## src/qdd_pkg.sv

```systemverilog
// shared constants, types and helpers for the quadrature detent decoder
package qdd_pkg;

   localparam int COUNT_WIDTH = 16;
   localparam int FIELD_WIDTH = 16;
   localparam int SPD_WIDTH = 4;
   localparam int INTERVAL_WIDTH = 16;
   localparam int ACC_WIDTH = 5;
   localparam int CSR_DATA_WIDTH = 16;

   typedef enum logic {
      CSR_STEPS_PER_DETENT = 1'b0,
      CSR_SAMPLE_INTERVAL  = 1'b1
   } csr_index_type;

   typedef logic signed [COUNT_WIDTH-1:0] count_type;
   typedef logic signed [ACC_WIDTH-1:0] acc_type;
   typedef logic signed [1:0] step_type;

   localparam logic [SPD_WIDTH-1:0] SPD_RESET = SPD_WIDTH'(4);
   localparam logic [INTERVAL_WIDTH-1:0] INTERVAL_RESET = INTERVAL_WIDTH'(1);

   localparam count_type COUNT_MAX = {1'b0, {(COUNT_WIDTH-1){1'b1}}};
   localparam count_type COUNT_MIN = {1'b1, {(COUNT_WIDTH-1){1'b0}}};

   // indexed by {previous ab, current ab}
   localparam step_type STEP_TABLE [16] = '{
       2'sd0, -2'sd1,  2'sd1,  2'sd0,
       2'sd1,  2'sd0,  2'sd0, -2'sd1,
      -2'sd1,  2'sd0,  2'sd0,  2'sd1,
       2'sd0,  2'sd1, -2'sd1,  2'sd0
   };

   // low field bits of the count, sign-extended when the count is narrower
   function automatic logic [FIELD_WIDTH-1:0] to_field(input count_type value);
      logic [COUNT_WIDTH+FIELD_WIDTH-1:0] wide;
      wide = {{FIELD_WIDTH{value[COUNT_WIDTH-1]}}, value};
      return wide[FIELD_WIDTH-1:0];
   endfunction

endpackage

```

## src/qdd_req_if.sv

```systemverilog
// request channel: timer tick, pin levels and take request
interface qdd_req_if;
   logic valid;
   logic ready;
   logic ms_tick;
   logic level_a;
   logic level_b;
   logic take_request;

   modport source (output valid, output ms_tick, output level_a, output level_b,
                   output take_request, input ready);
   modport sink (input valid, input ms_tick, input level_a, input level_b,
                 input take_request, output ready);
endinterface

```

## src/qdd_rsp_if.sv

```systemverilog
// response channel: turns handed out and pending count
interface qdd_rsp_if;
   logic valid;
   logic ready;
   logic signed [qdd_pkg::FIELD_WIDTH-1:0] turns_taken;
   logic signed [qdd_pkg::FIELD_WIDTH-1:0] pending_now;

   modport source (output valid, output turns_taken, output pending_now, input ready);
   modport sink (input valid, input turns_taken, input pending_now, output ready);
endinterface

```

## src/quadrature_detent_decoder_unit.sv

```systemverilog
// quadrature detent decoder: x4 gray decoding, detent accumulation, take and clear
//
//   channel   dir  handshake           payload
//   req_chan  in   valid/ready         ms_tick, level_a, level_b, take_request
//   rsp_chan  out  valid/ready         turns_taken, pending_now
//   csr_*     in   csr_we only         csr_index, csr_wdata
//
// one transaction per cycle unless stalled; a response follows in the next cycle
// decoder state and the response register update in the accept cycle
// req_chan.ready is low only while a response is held and rsp_chan.ready is low
// synchronous active-high reset; no clearing pass, ready right after reset
module quadrature_detent_decoder_unit (
   input  logic clock,
   input  logic reset,
   qdd_req_if.sink req_chan,
   qdd_rsp_if.source rsp_chan,
   input  logic csr_we,
   input  qdd_pkg::csr_index_type csr_index,
   input  logic [qdd_pkg::CSR_DATA_WIDTH-1:0] csr_wdata
);

   logic [qdd_pkg::SPD_WIDTH-1:0] spd_ff;
   logic [qdd_pkg::INTERVAL_WIDTH-1:0] interval_ff;
   logic primed_ff, primed_in;
   logic [1:0] prev_ab_ff, prev_ab_in;
   qdd_pkg::acc_type acc_ff, acc_in;
   qdd_pkg::count_type count_ff, count_in;
   logic [qdd_pkg::INTERVAL_WIDTH-1:0] ticks_ff, ticks_in;
   logic rsp_valid_ff;
   logic [qdd_pkg::FIELD_WIDTH-1:0] turns_ff, turns_in;
   logic [qdd_pkg::FIELD_WIDTH-1:0] pending_ff, pending_in;

   logic accept;
   logic do_sample;
   logic [1:0] ab;
   logic [qdd_pkg::INTERVAL_WIDTH-1:0] interval_eff;
   logic [qdd_pkg::INTERVAL_WIDTH-1:0] ticks_inc;
   qdd_pkg::acc_type spd_eff;
   qdd_pkg::acc_type acc_sum;
   qdd_pkg::count_type count_after;
   qdd_pkg::count_type taken;

   assign req_chan.ready = !rsp_valid_ff || rsp_chan.ready;
   assign accept = req_chan.valid && req_chan.ready;
   assign ab = {req_chan.level_a, req_chan.level_b};

   always_comb begin
      interval_eff = (interval_ff == '0) ? qdd_pkg::INTERVAL_WIDTH'(1) : interval_ff;
      ticks_inc = (ticks_ff == '1) ? ticks_ff : ticks_ff + qdd_pkg::INTERVAL_WIDTH'(1);
      do_sample = req_chan.ms_tick && (ticks_inc >= interval_eff);
      if (!req_chan.ms_tick) begin
         ticks_in = ticks_ff;
      end else if (do_sample) begin
         ticks_in = '0;
      end else begin
         ticks_in = ticks_inc;
      end

      spd_eff = (spd_ff == '0) ? qdd_pkg::acc_type'(1)
                               : qdd_pkg::acc_type'({1'b0, spd_ff});
      acc_sum = acc_ff + qdd_pkg::acc_type'(qdd_pkg::STEP_TABLE[{prev_ab_ff, ab}]);

      primed_in = primed_ff;
      prev_ab_in = prev_ab_ff;
      acc_in = acc_ff;
      count_after = count_ff;
      if (do_sample) begin
         primed_in = 1'b1;
         prev_ab_in = ab;
         if (primed_ff) begin
            if (acc_sum >= spd_eff) begin
               acc_in = acc_sum - spd_eff;
               if (count_ff != qdd_pkg::COUNT_MAX) begin
                  count_after = count_ff + qdd_pkg::count_type'(1);
               end
            end else if (acc_sum <= -spd_eff) begin
               acc_in = acc_sum + spd_eff;
               if (count_ff != qdd_pkg::COUNT_MIN) begin
                  count_after = count_ff - qdd_pkg::count_type'(1);
               end
            end else begin
               acc_in = acc_sum;
            end
         end
      end

      if (req_chan.take_request) begin
         taken = count_after;
         count_in = '0;
      end else begin
         taken = '0;
         count_in = count_after;
      end
      turns_in = qdd_pkg::to_field(taken);
      pending_in = qdd_pkg::to_field(count_in);
   end

   always_ff @(posedge clock) begin
      if (reset) begin
         spd_ff <= qdd_pkg::SPD_RESET;
         interval_ff <= qdd_pkg::INTERVAL_RESET;
      end else if (csr_we) begin
         case (csr_index)
            qdd_pkg::CSR_STEPS_PER_DETENT: spd_ff <= csr_wdata[qdd_pkg::SPD_WIDTH-1:0];
            qdd_pkg::CSR_SAMPLE_INTERVAL: begin
               interval_ff <= csr_wdata[qdd_pkg::INTERVAL_WIDTH-1:0];
            end
            default: begin
            end
         endcase
      end
   end

   always_ff @(posedge clock) begin
      if (reset) begin
         primed_ff <= 1'b0;
         prev_ab_ff <= '0;
         acc_ff <= '0;
         count_ff <= '0;
         ticks_ff <= '0;
      end else if (accept) begin
         primed_ff <= primed_in;
         prev_ab_ff <= prev_ab_in;
         acc_ff <= acc_in;
         count_ff <= count_in;
         ticks_ff <= ticks_in;
      end
   end

   always_ff @(posedge clock) begin
      if (reset) begin
         rsp_valid_ff <= 1'b0;
      end else if (accept) begin
         rsp_valid_ff <= 1'b1;
      end else if (rsp_chan.ready) begin
         rsp_valid_ff <= 1'b0;
      end
   end

   always_ff @(posedge clock) begin
      if (accept) begin
         turns_ff <= turns_in;
         pending_ff <= pending_in;
      end
   end

   assign rsp_chan.valid = rsp_valid_ff;
   assign rsp_chan.turns_taken = turns_ff;
   assign rsp_chan.pending_now = pending_ff;

endmodule

```

## src/flat_wrapper.sv

```systemverilog
// flat-port wrapper written by rule: the top's interface ports become plain ports
module quadrature_detent_decoder_unit_flat 
  (clock, reset, csr_we, csr_index, csr_wdata, req_chan_valid, req_chan_ms_tick, req_chan_level_a, req_chan_level_b, req_chan_take_request, req_chan_ready, rsp_chan_valid, rsp_chan_turns_taken, rsp_chan_pending_now, rsp_chan_ready);
  qdd_req_if req_chan_i ();
  qdd_rsp_if rsp_chan_i ();
  input  logic clock;
  input  logic reset;
  input  logic csr_we;
  input  qdd_pkg::csr_index_type csr_index;
  input  logic [qdd_pkg::CSR_DATA_WIDTH-1:0] csr_wdata;
  input wire logic [$bits(req_chan_i.valid)-1:0] req_chan_valid;
  input wire logic [$bits(req_chan_i.ms_tick)-1:0] req_chan_ms_tick;
  input wire logic [$bits(req_chan_i.level_a)-1:0] req_chan_level_a;
  input wire logic [$bits(req_chan_i.level_b)-1:0] req_chan_level_b;
  input wire logic [$bits(req_chan_i.take_request)-1:0] req_chan_take_request;
  output wire logic [$bits(req_chan_i.ready)-1:0] req_chan_ready;
  output wire logic [$bits(rsp_chan_i.valid)-1:0] rsp_chan_valid;
  output wire logic [$bits(rsp_chan_i.turns_taken)-1:0] rsp_chan_turns_taken;
  output wire logic [$bits(rsp_chan_i.pending_now)-1:0] rsp_chan_pending_now;
  input wire logic [$bits(rsp_chan_i.ready)-1:0] rsp_chan_ready;
  assign req_chan_i.valid = req_chan_valid;
  assign req_chan_i.ms_tick = req_chan_ms_tick;
  assign req_chan_i.level_a = req_chan_level_a;
  assign req_chan_i.level_b = req_chan_level_b;
  assign req_chan_i.take_request = req_chan_take_request;
  assign req_chan_ready = req_chan_i.ready;
  assign rsp_chan_valid = rsp_chan_i.valid;
  assign rsp_chan_turns_taken = rsp_chan_i.turns_taken;
  assign rsp_chan_pending_now = rsp_chan_i.pending_now;
  assign rsp_chan_i.ready = rsp_chan_ready;
  quadrature_detent_decoder_unit u_core (.clock(clock), .reset(reset), .req_chan(req_chan_i), .rsp_chan(rsp_chan_i), .csr_we(csr_we), .csr_index(csr_index), .csr_wdata(csr_wdata));
endmodule
```

## config.mk

```make
export PLATFORM = sky130hd
export DESIGN_NAME = quadrature_detent_decoder_unit_flat
export DESIGN_NICKNAME = d
export VERILOG_FILES = /design/src/qdd_pkg.sv /design/src/qdd_req_if.sv /design/src/qdd_rsp_if.sv /design/src/quadrature_detent_decoder_unit.sv /design/src/flat_wrapper.sv
export SDC_FILE = /design/constraint.sdc
export NUM_CORES = 1
export LEC_CHECK = 0
export BUFFER_PORTS_ARGS = -buffer_cell sky130_fd_sc_hd__buf_2
export CORE_MARGIN = 4
export CORE_UTILIZATION = 60
export DETAILED_ROUTE_END_ITERATION = 10
export PLACE_DENSITY = 0.88
export RECOVER_POWER = 50
export SLEW_MARGIN = 20
export SYNTH_ARGS = -nofsm -noshare
export SYNTH_HDL_FRONTEND = slang
export SYNTH_SLANG_ARGS = --single-unit
export TNS_END_PERCENT = 20
```

## constraint.sdc

```tcl
create_clock -name clock -period 5.3 [get_ports clock]
set_clock_uncertainty 0.1 [all_clocks]
set_input_delay 1.06 -clock clock [delete_from_list [all_inputs] [get_ports clock]]
set_output_delay 1.06 -clock clock [all_outputs]
set_load 0.02 [all_outputs]
```

# Yosys cells after proc, flatten, opt, wreduce, memory -nomap -nowiden
# Memory sizes are Yosys's and may differ from the RTL's.
# Index checks and enable logic that the tools add are counted.
# totals
romBits,32
out_inout_bits,34
reg_bits,93
inputBits,26
mem_count,1
# op_classes
n_eq_ne,3
n_mux,17
reduce_logical,12
magnitude_cmp,4
n_addsub,7
bitwise_logic,2
# memory_table
memory,depth,word_bits,rd,rd_ports_with_merged_regs,write_ports,line,text
(no name shown),16,2,1,0,0,quadrature_detent_decoder_unit.sv:61,"acc_sum = acc_ff + qdd_pkg::acc_type'(qdd_pkg::STEP_TABLE[{prev_ab_ff, ab}]);"
# op_table
operator,n
$mux 16,10
$ne 16x16->1 const B,2
$add 16x1->16 const B,1
$add 16x2->16 const B,1
$eq 16x16->1 const B,1
$ge 16x16->1,1
$logic_not 16->1,1
$sub 16x2->16 const B,1
$mux 5,2
$reduce_and 2->1,4
$add 5x2->5,1
$add 5x5->5,1
$ge 5x5->1,1
$ge 5x5->1 const B,1
$le 5x5->1,1
$neg 5->5,1
$not 4->5,1
$sub 5x5->5,1
$logic_not 4->1,1
$mux 2,2
$mux 4,1
$reduce_and 3->1,1
$logic_and 1x1->1,2
$mux 1,2
other kinds (4),4

# Logic depth before layout (Yosys ltp)
# logic_depth
word_depth,11
mapped_depth,19
depth_no_buf,18

# Worst setup path after synthesis
# No wires, ideal clock.
# synth_timing
path_kind,input to register
start,input req_chan_level_b
end,"register u_core.turns_ff (netlist bit u_core.rsp_chan.turns_taken[15]), data pin"
n_path_buf,0
arrival_time_ps,4688
cell_stages,17
required_time_ps,5054
setup_slack_ps,365
cell_sequence,inv_1 > ha_1 > xnor2_1 > xnor2_1 > ha_1 > inv_1 > fa_1 > xnor2_1 > ha_1 > a211o_1 > a31o_2 > a21oi_1 > nand2_1 > a2111oi_4 > a21oi_2 > or3_1 > a21oi_1
# synth_via
elab_chain_len,10
# synth_rtl
item,line,text
start: declaration,flat_wrapper.sv:14,input wire logic [$bits(req_chan_i.level_b)-1:0] req_chan_level_b;
$not 4->5 (not written as such) (*),quadrature_detent_decoder_unit.sv:61,
$mem_v2 16x2 (*),n/a,
$mux 2 (not written as such) (*) (2 in a row),quadrature_detent_decoder_unit.sv:61,
$add 5x2->5 (*),quadrature_detent_decoder_unit.sv:61,
$le 5x5->1,quadrature_detent_decoder_unit.sv:76,end else if (acc_sum <= -spd_eff) begin
$mux 16,quadrature_detent_decoder_unit.sv:76,
$mux 16 (*),quadrature_detent_decoder_unit.sv:71,if (acc_sum >= spd_eff) begin
$mux 16 (*),quadrature_detent_decoder_unit.sv:70,if (primed_ff) begin
$mux 16 (*),quadrature_detent_decoder_unit.sv:67,if (do_sample) begin
end signal: assignment,quadrature_detent_decoder_unit.sv:142,turns_ff <= turns_in;
end: declaration,quadrature_detent_decoder_unit.sv:30,"logic [qdd_pkg::FIELD_WIDTH-1:0] turns_ff, turns_in;"
# Every way passes the cells marked *; elsewhere a longest branch is shown, timed or not. The select of a mux whose other input is x is not followed.
# A chain may end at the register's enable or synchronous reset.

# Worst setup path after layout
# layout_timing
start,input req_chan_level_b
end,register u_core.count_ff[9]
# layout_via
elab_chain_len,11
# layout_rtl
item,line,text
$not 4->5 (not written as such) (*),quadrature_detent_decoder_unit.sv:61,
$mem_v2 16x2 (*),n/a,
$mux 2 (not written as such) (*) (2 in a row),quadrature_detent_decoder_unit.sv:61,
$add 5x2->5 (*),quadrature_detent_decoder_unit.sv:61,
$le 5x5->1,quadrature_detent_decoder_unit.sv:76,
$mux 16,quadrature_detent_decoder_unit.sv:76,
$mux 16 (*),quadrature_detent_decoder_unit.sv:71,
$mux 16 (*),quadrature_detent_decoder_unit.sv:70,
$mux 16 (*),quadrature_detent_decoder_unit.sv:67,
$mux 16 (*),quadrature_detent_decoder_unit.sv:87,if (req_chan.take_request) begin
end signal: assignment,quadrature_detent_decoder_unit.sv:125,count_ff <= count_in;
end: declaration,quadrature_detent_decoder_unit.sv:27,"qdd_pkg::count_type count_ff, count_in;"
# Marked as above.

==> impl_metrics.tcl <==
set metrics [dict create \
    status "finished, violations left" \
    violations "capacitance limit, slew limit" \
    wl_per_cell_um 17.70 \
    die_h_um 109.6 \
    num_vias 5881 \
    final_util_pct 68.24 \
    start_kind "input pin" \
    cp-end-kind "register" \
    intPower_mw 1.129 \
    ant_nets 0 \
    die_x_um 109.6 \
    viasPerCell 6.250 \
    synth_area_leaders "dfxtp_1 20%, edfxtp_1 16%, ha_1 8.1%, nand2_1 5.8%, a21oi_1 5.5%" \
    yosys_warnings 0 \
    netSwitchingFraction_pct 30.93 \
    area_growth_pct 9.170 \
    drc 0 \
    cts_buffers 9 \
    ir_drop_mv 0.1254 \
    worst-setup-path-type "input pin to register" \
    cts_resized 0 \
    rsz0062_at_grt "no" \
    max-slew-margin-rel_pct -66.15 \
    yosys_register_bits 93 \
    clock_latency_ns 0.37 \
    required_ns 5.46 \
    worstMarginPinSlew_ns 2.492 \
    maxCapViolCount 1 \
    min_path_type "register to register" \
    cts-htree-levels 3 \
    max_freq_mhz 201.9 \
    num_rows 36 \
    place_inst 925 \
    cts.clk_slew.worst_paths_ns 0.09 \
    numPortBuffers 59 \
    initial_core_util_pct 62.51 \
    holdWs_ns 0.3866 \
    combPwrFrac_pct 22.0 \
    multi_input_comb_area_mm2 0.003656 \
    grtUsageTotal_pct 28.14 \
    hold_violations 0 \
    place_hpwl_um 12380 \
    finalSetupViolCount 0 \
    wl_um 16660 \
    nFillCells 845 \
    core_area_mm2 0.009910 \
    async_flop_share_pct 0 \
    die_area_mm2 0.01201 \
    syn_area_mm2 0.006195 \
    cts_sinks 93 \
    cts_root_buf "clkbuf_8" \
    post-route-min-period_ns 4.954 \
    hold_buffers 0 \
    switching_power_mw 0.5055 \
    nets 872 \
    layout-drive-gt1-share_pct 9.653 \
    yosysTopAreaCellShare_pct 19.71 \
    grt_pass1_vias 5677 \
    diodes 0 \
    grt_max_degree 51 \
    syn_avg_cell_area_um2 8.194 \
    cp_max_fo 8 \
    slew_viol_final 51 \
    regArea_mm2 0.002182 \
    place.gp.congestion 1.016 \
    power_frac_clock_pct 30.9 \
    synthFlopType "dfxtp_1" \
    cts_buffer_depth 2 \
    final_cell_count_no_fill 941 \
    seq_power_share_pct 47.1 \
    p_leak_nw 2.613 \
    synth_top_cell_by_area "dfxtp_1" \
    syn_nets 825 \
    arrival_ns 5.12 \
    post_cts_buffers 0 \
    cts_tree "built" \
    p_per_area_mw_per_mm2 241.7 \
    grt_pass1_wl_um 26600 \
    dr.pass1.iters 5 \
    tns_ns 0 \
    fin_crit_sh_pct 93.46 \
    first_iter_violations 456 \
    netlist_instances 756 \
    antenna_found_initial 0 \
    synth_edf_count 32 \
    overflow 0 \
    power_mw 1.634 \
    synth.distinct_cells 82 \
    synth-seq-area-share_pct 35.23 \
    ioPinCount 60 \
]
[layer usage]
metal / up-vias / GRT usage (%) / share of wire [%] / wire length, µm
li1: 2811 / - / - / -
met1: 2771 / 33.91 / 41 / 6799
met2: 247 / 48.78 / 50 / 8278
met3: 52 / 4.228 / 6.4 / 1063
met4: 0 / 13.98 / 3.1 / 518
met5: - / 0 / 0 / 0
[power by group through the flow]
stage                     clock network [mW]  logic (mW)  registers, mW
final                                  0.505       0.359          0.770
after global routing                   0.539       0.391          0.773
after CTS                              0.509       0.356          0.769
after detailed placement                   0       0.355          0.786
after global placement                     0       0.346          0.785
after floorplan                            0       0.227          0.798
[synth_stat cells (3+ instances only)]
cell and instances:
a21o_1 4, a21oi_1 68, a22oi_1 11, a311oi_1 4, a31oi_1 15, a32o_1 3, a41oi_1 3, and2_1 9
and3_1 11, and4_1 3, buf_2 9, clkbuf_1 26, dfxtp_1 61, edfxtp_1 32, fa_1 3, ha_1 40
inv_1 43, mux2_2 3, mux2i_1 6, nand2_1 96, nand2b_1 5, nand3_1 33, nand3b_1 4, nand4_1 10
nor2_1 76, nor2b_1 5, nor3_1 27, nor4_1 10, o211ai_1 8, o21a_1 3, o21ai_0 21, o21ai_1 9
o41ai_1 4, or3_1 12, xnor2_1 10, xor2_1 15
[per-stage QoR]
step / setup slack (ns) / area (µm²)
floorplan: 0.3651 / 6195
global placement: 0.2414 / 6600
detailed placement: 0.02761 / 6600
CTS: 0.4231 / 6814
global route: 0.08787 / 6763
finish: 0.3465 / 6763
[path summary, 6_finish.rpt]
path / startpoint / cells after the start / endpoint / slack [ns]
worst max-delay path: req_chan_level_b / 20 / u_core.count_ff[9] / 0.35
worst min-delay path: u_core.interval_ff[4] / 2 / u_core.interval_ff[4] / 0.39
worst max register to register: u_core.ticks_ff[2] / 15 / u_core.count_ff[12] / 0.65
worst min register to register: u_core.interval_ff[4] / 2 / u_core.interval_ff[4] / 0.39
[state kept, by name (all words and copies together), names as in the netlist]
| register | cells |
|---|---|
| u_core.primed_ff | 1 |
| u_core.ticks_ff | 16 |
| u_core.rsp_chan.pending_now | 16 |
| u_core.count_ff | 16 |
| u_core.rsp_chan.turns_taken | 16 |
| u_core.rsp_chan.valid | 1 |
| u_core.acc_ff | 5 |
| u_core.interval_ff | 16 |
| u_core.prev_ab_ff | 2 |
| u_core.spd_ff | 4 |
[area by class of cell]
type,count,area share (%)
clock buffer,13,2.831
tap,133,2.461
inverter,44,2.442
sequential,93,32.27
multi-input combinational,578,54.06
timing repair buffer,77,5.606
clock inverter,3,0.3330
[critical path: stages]
cell and delay (ns):
buf_2 0.12, inv_1 0.06, ha_1 0.30, xnor2_1 0.18, xnor2_1 0.14, ha_1 0.19, inv_1 0.05, fa_1 0.40
xnor2_1 0.18, buf_4 0.16, ha_1 0.36, inv_1 0.10, nor3_1 0.30, or3_1 0.21, nand3_2 0.19, buf_4 0.22
nor3_1 0.22, o21ai_1 0.15, or3_1 0.36, a31oi_1 0.17
[logic make-up (layout without fill, tap and decap cells)]
| family | after synthesis | after routing | share of synthesized area [%] |
|---|---|---|---|
| XOR/XNOR | 25 | 25 | 3.535 |
| AO/OA/AOI/OAI | 183 | 183 | 19.61 |
| AND/OR/NAND/NOR | 315 | 315 | 24.46 |
| multiplexers | 12 | 12 | 2.363 |
| adder cells (fa/ha/maj) | 43 | 43 | 9.049 |
| flip-flops | 93 | 93 | 35.23 |
| buffers and inverters | 85 | 137 | 5.756 |
[cells in the final DEF (no fill, tap or decap), types with 27 or more instances in the layout]
master,instances
nand2_1,96
nor2_1,76
a21oi_1,68
dfxtp_1,61
inv_1,43
ha_1,40
clkbuf_1,38
nand3_1,33
edfxtp_1,32
nor3_1,27
(Power assumes the default switching activity.)
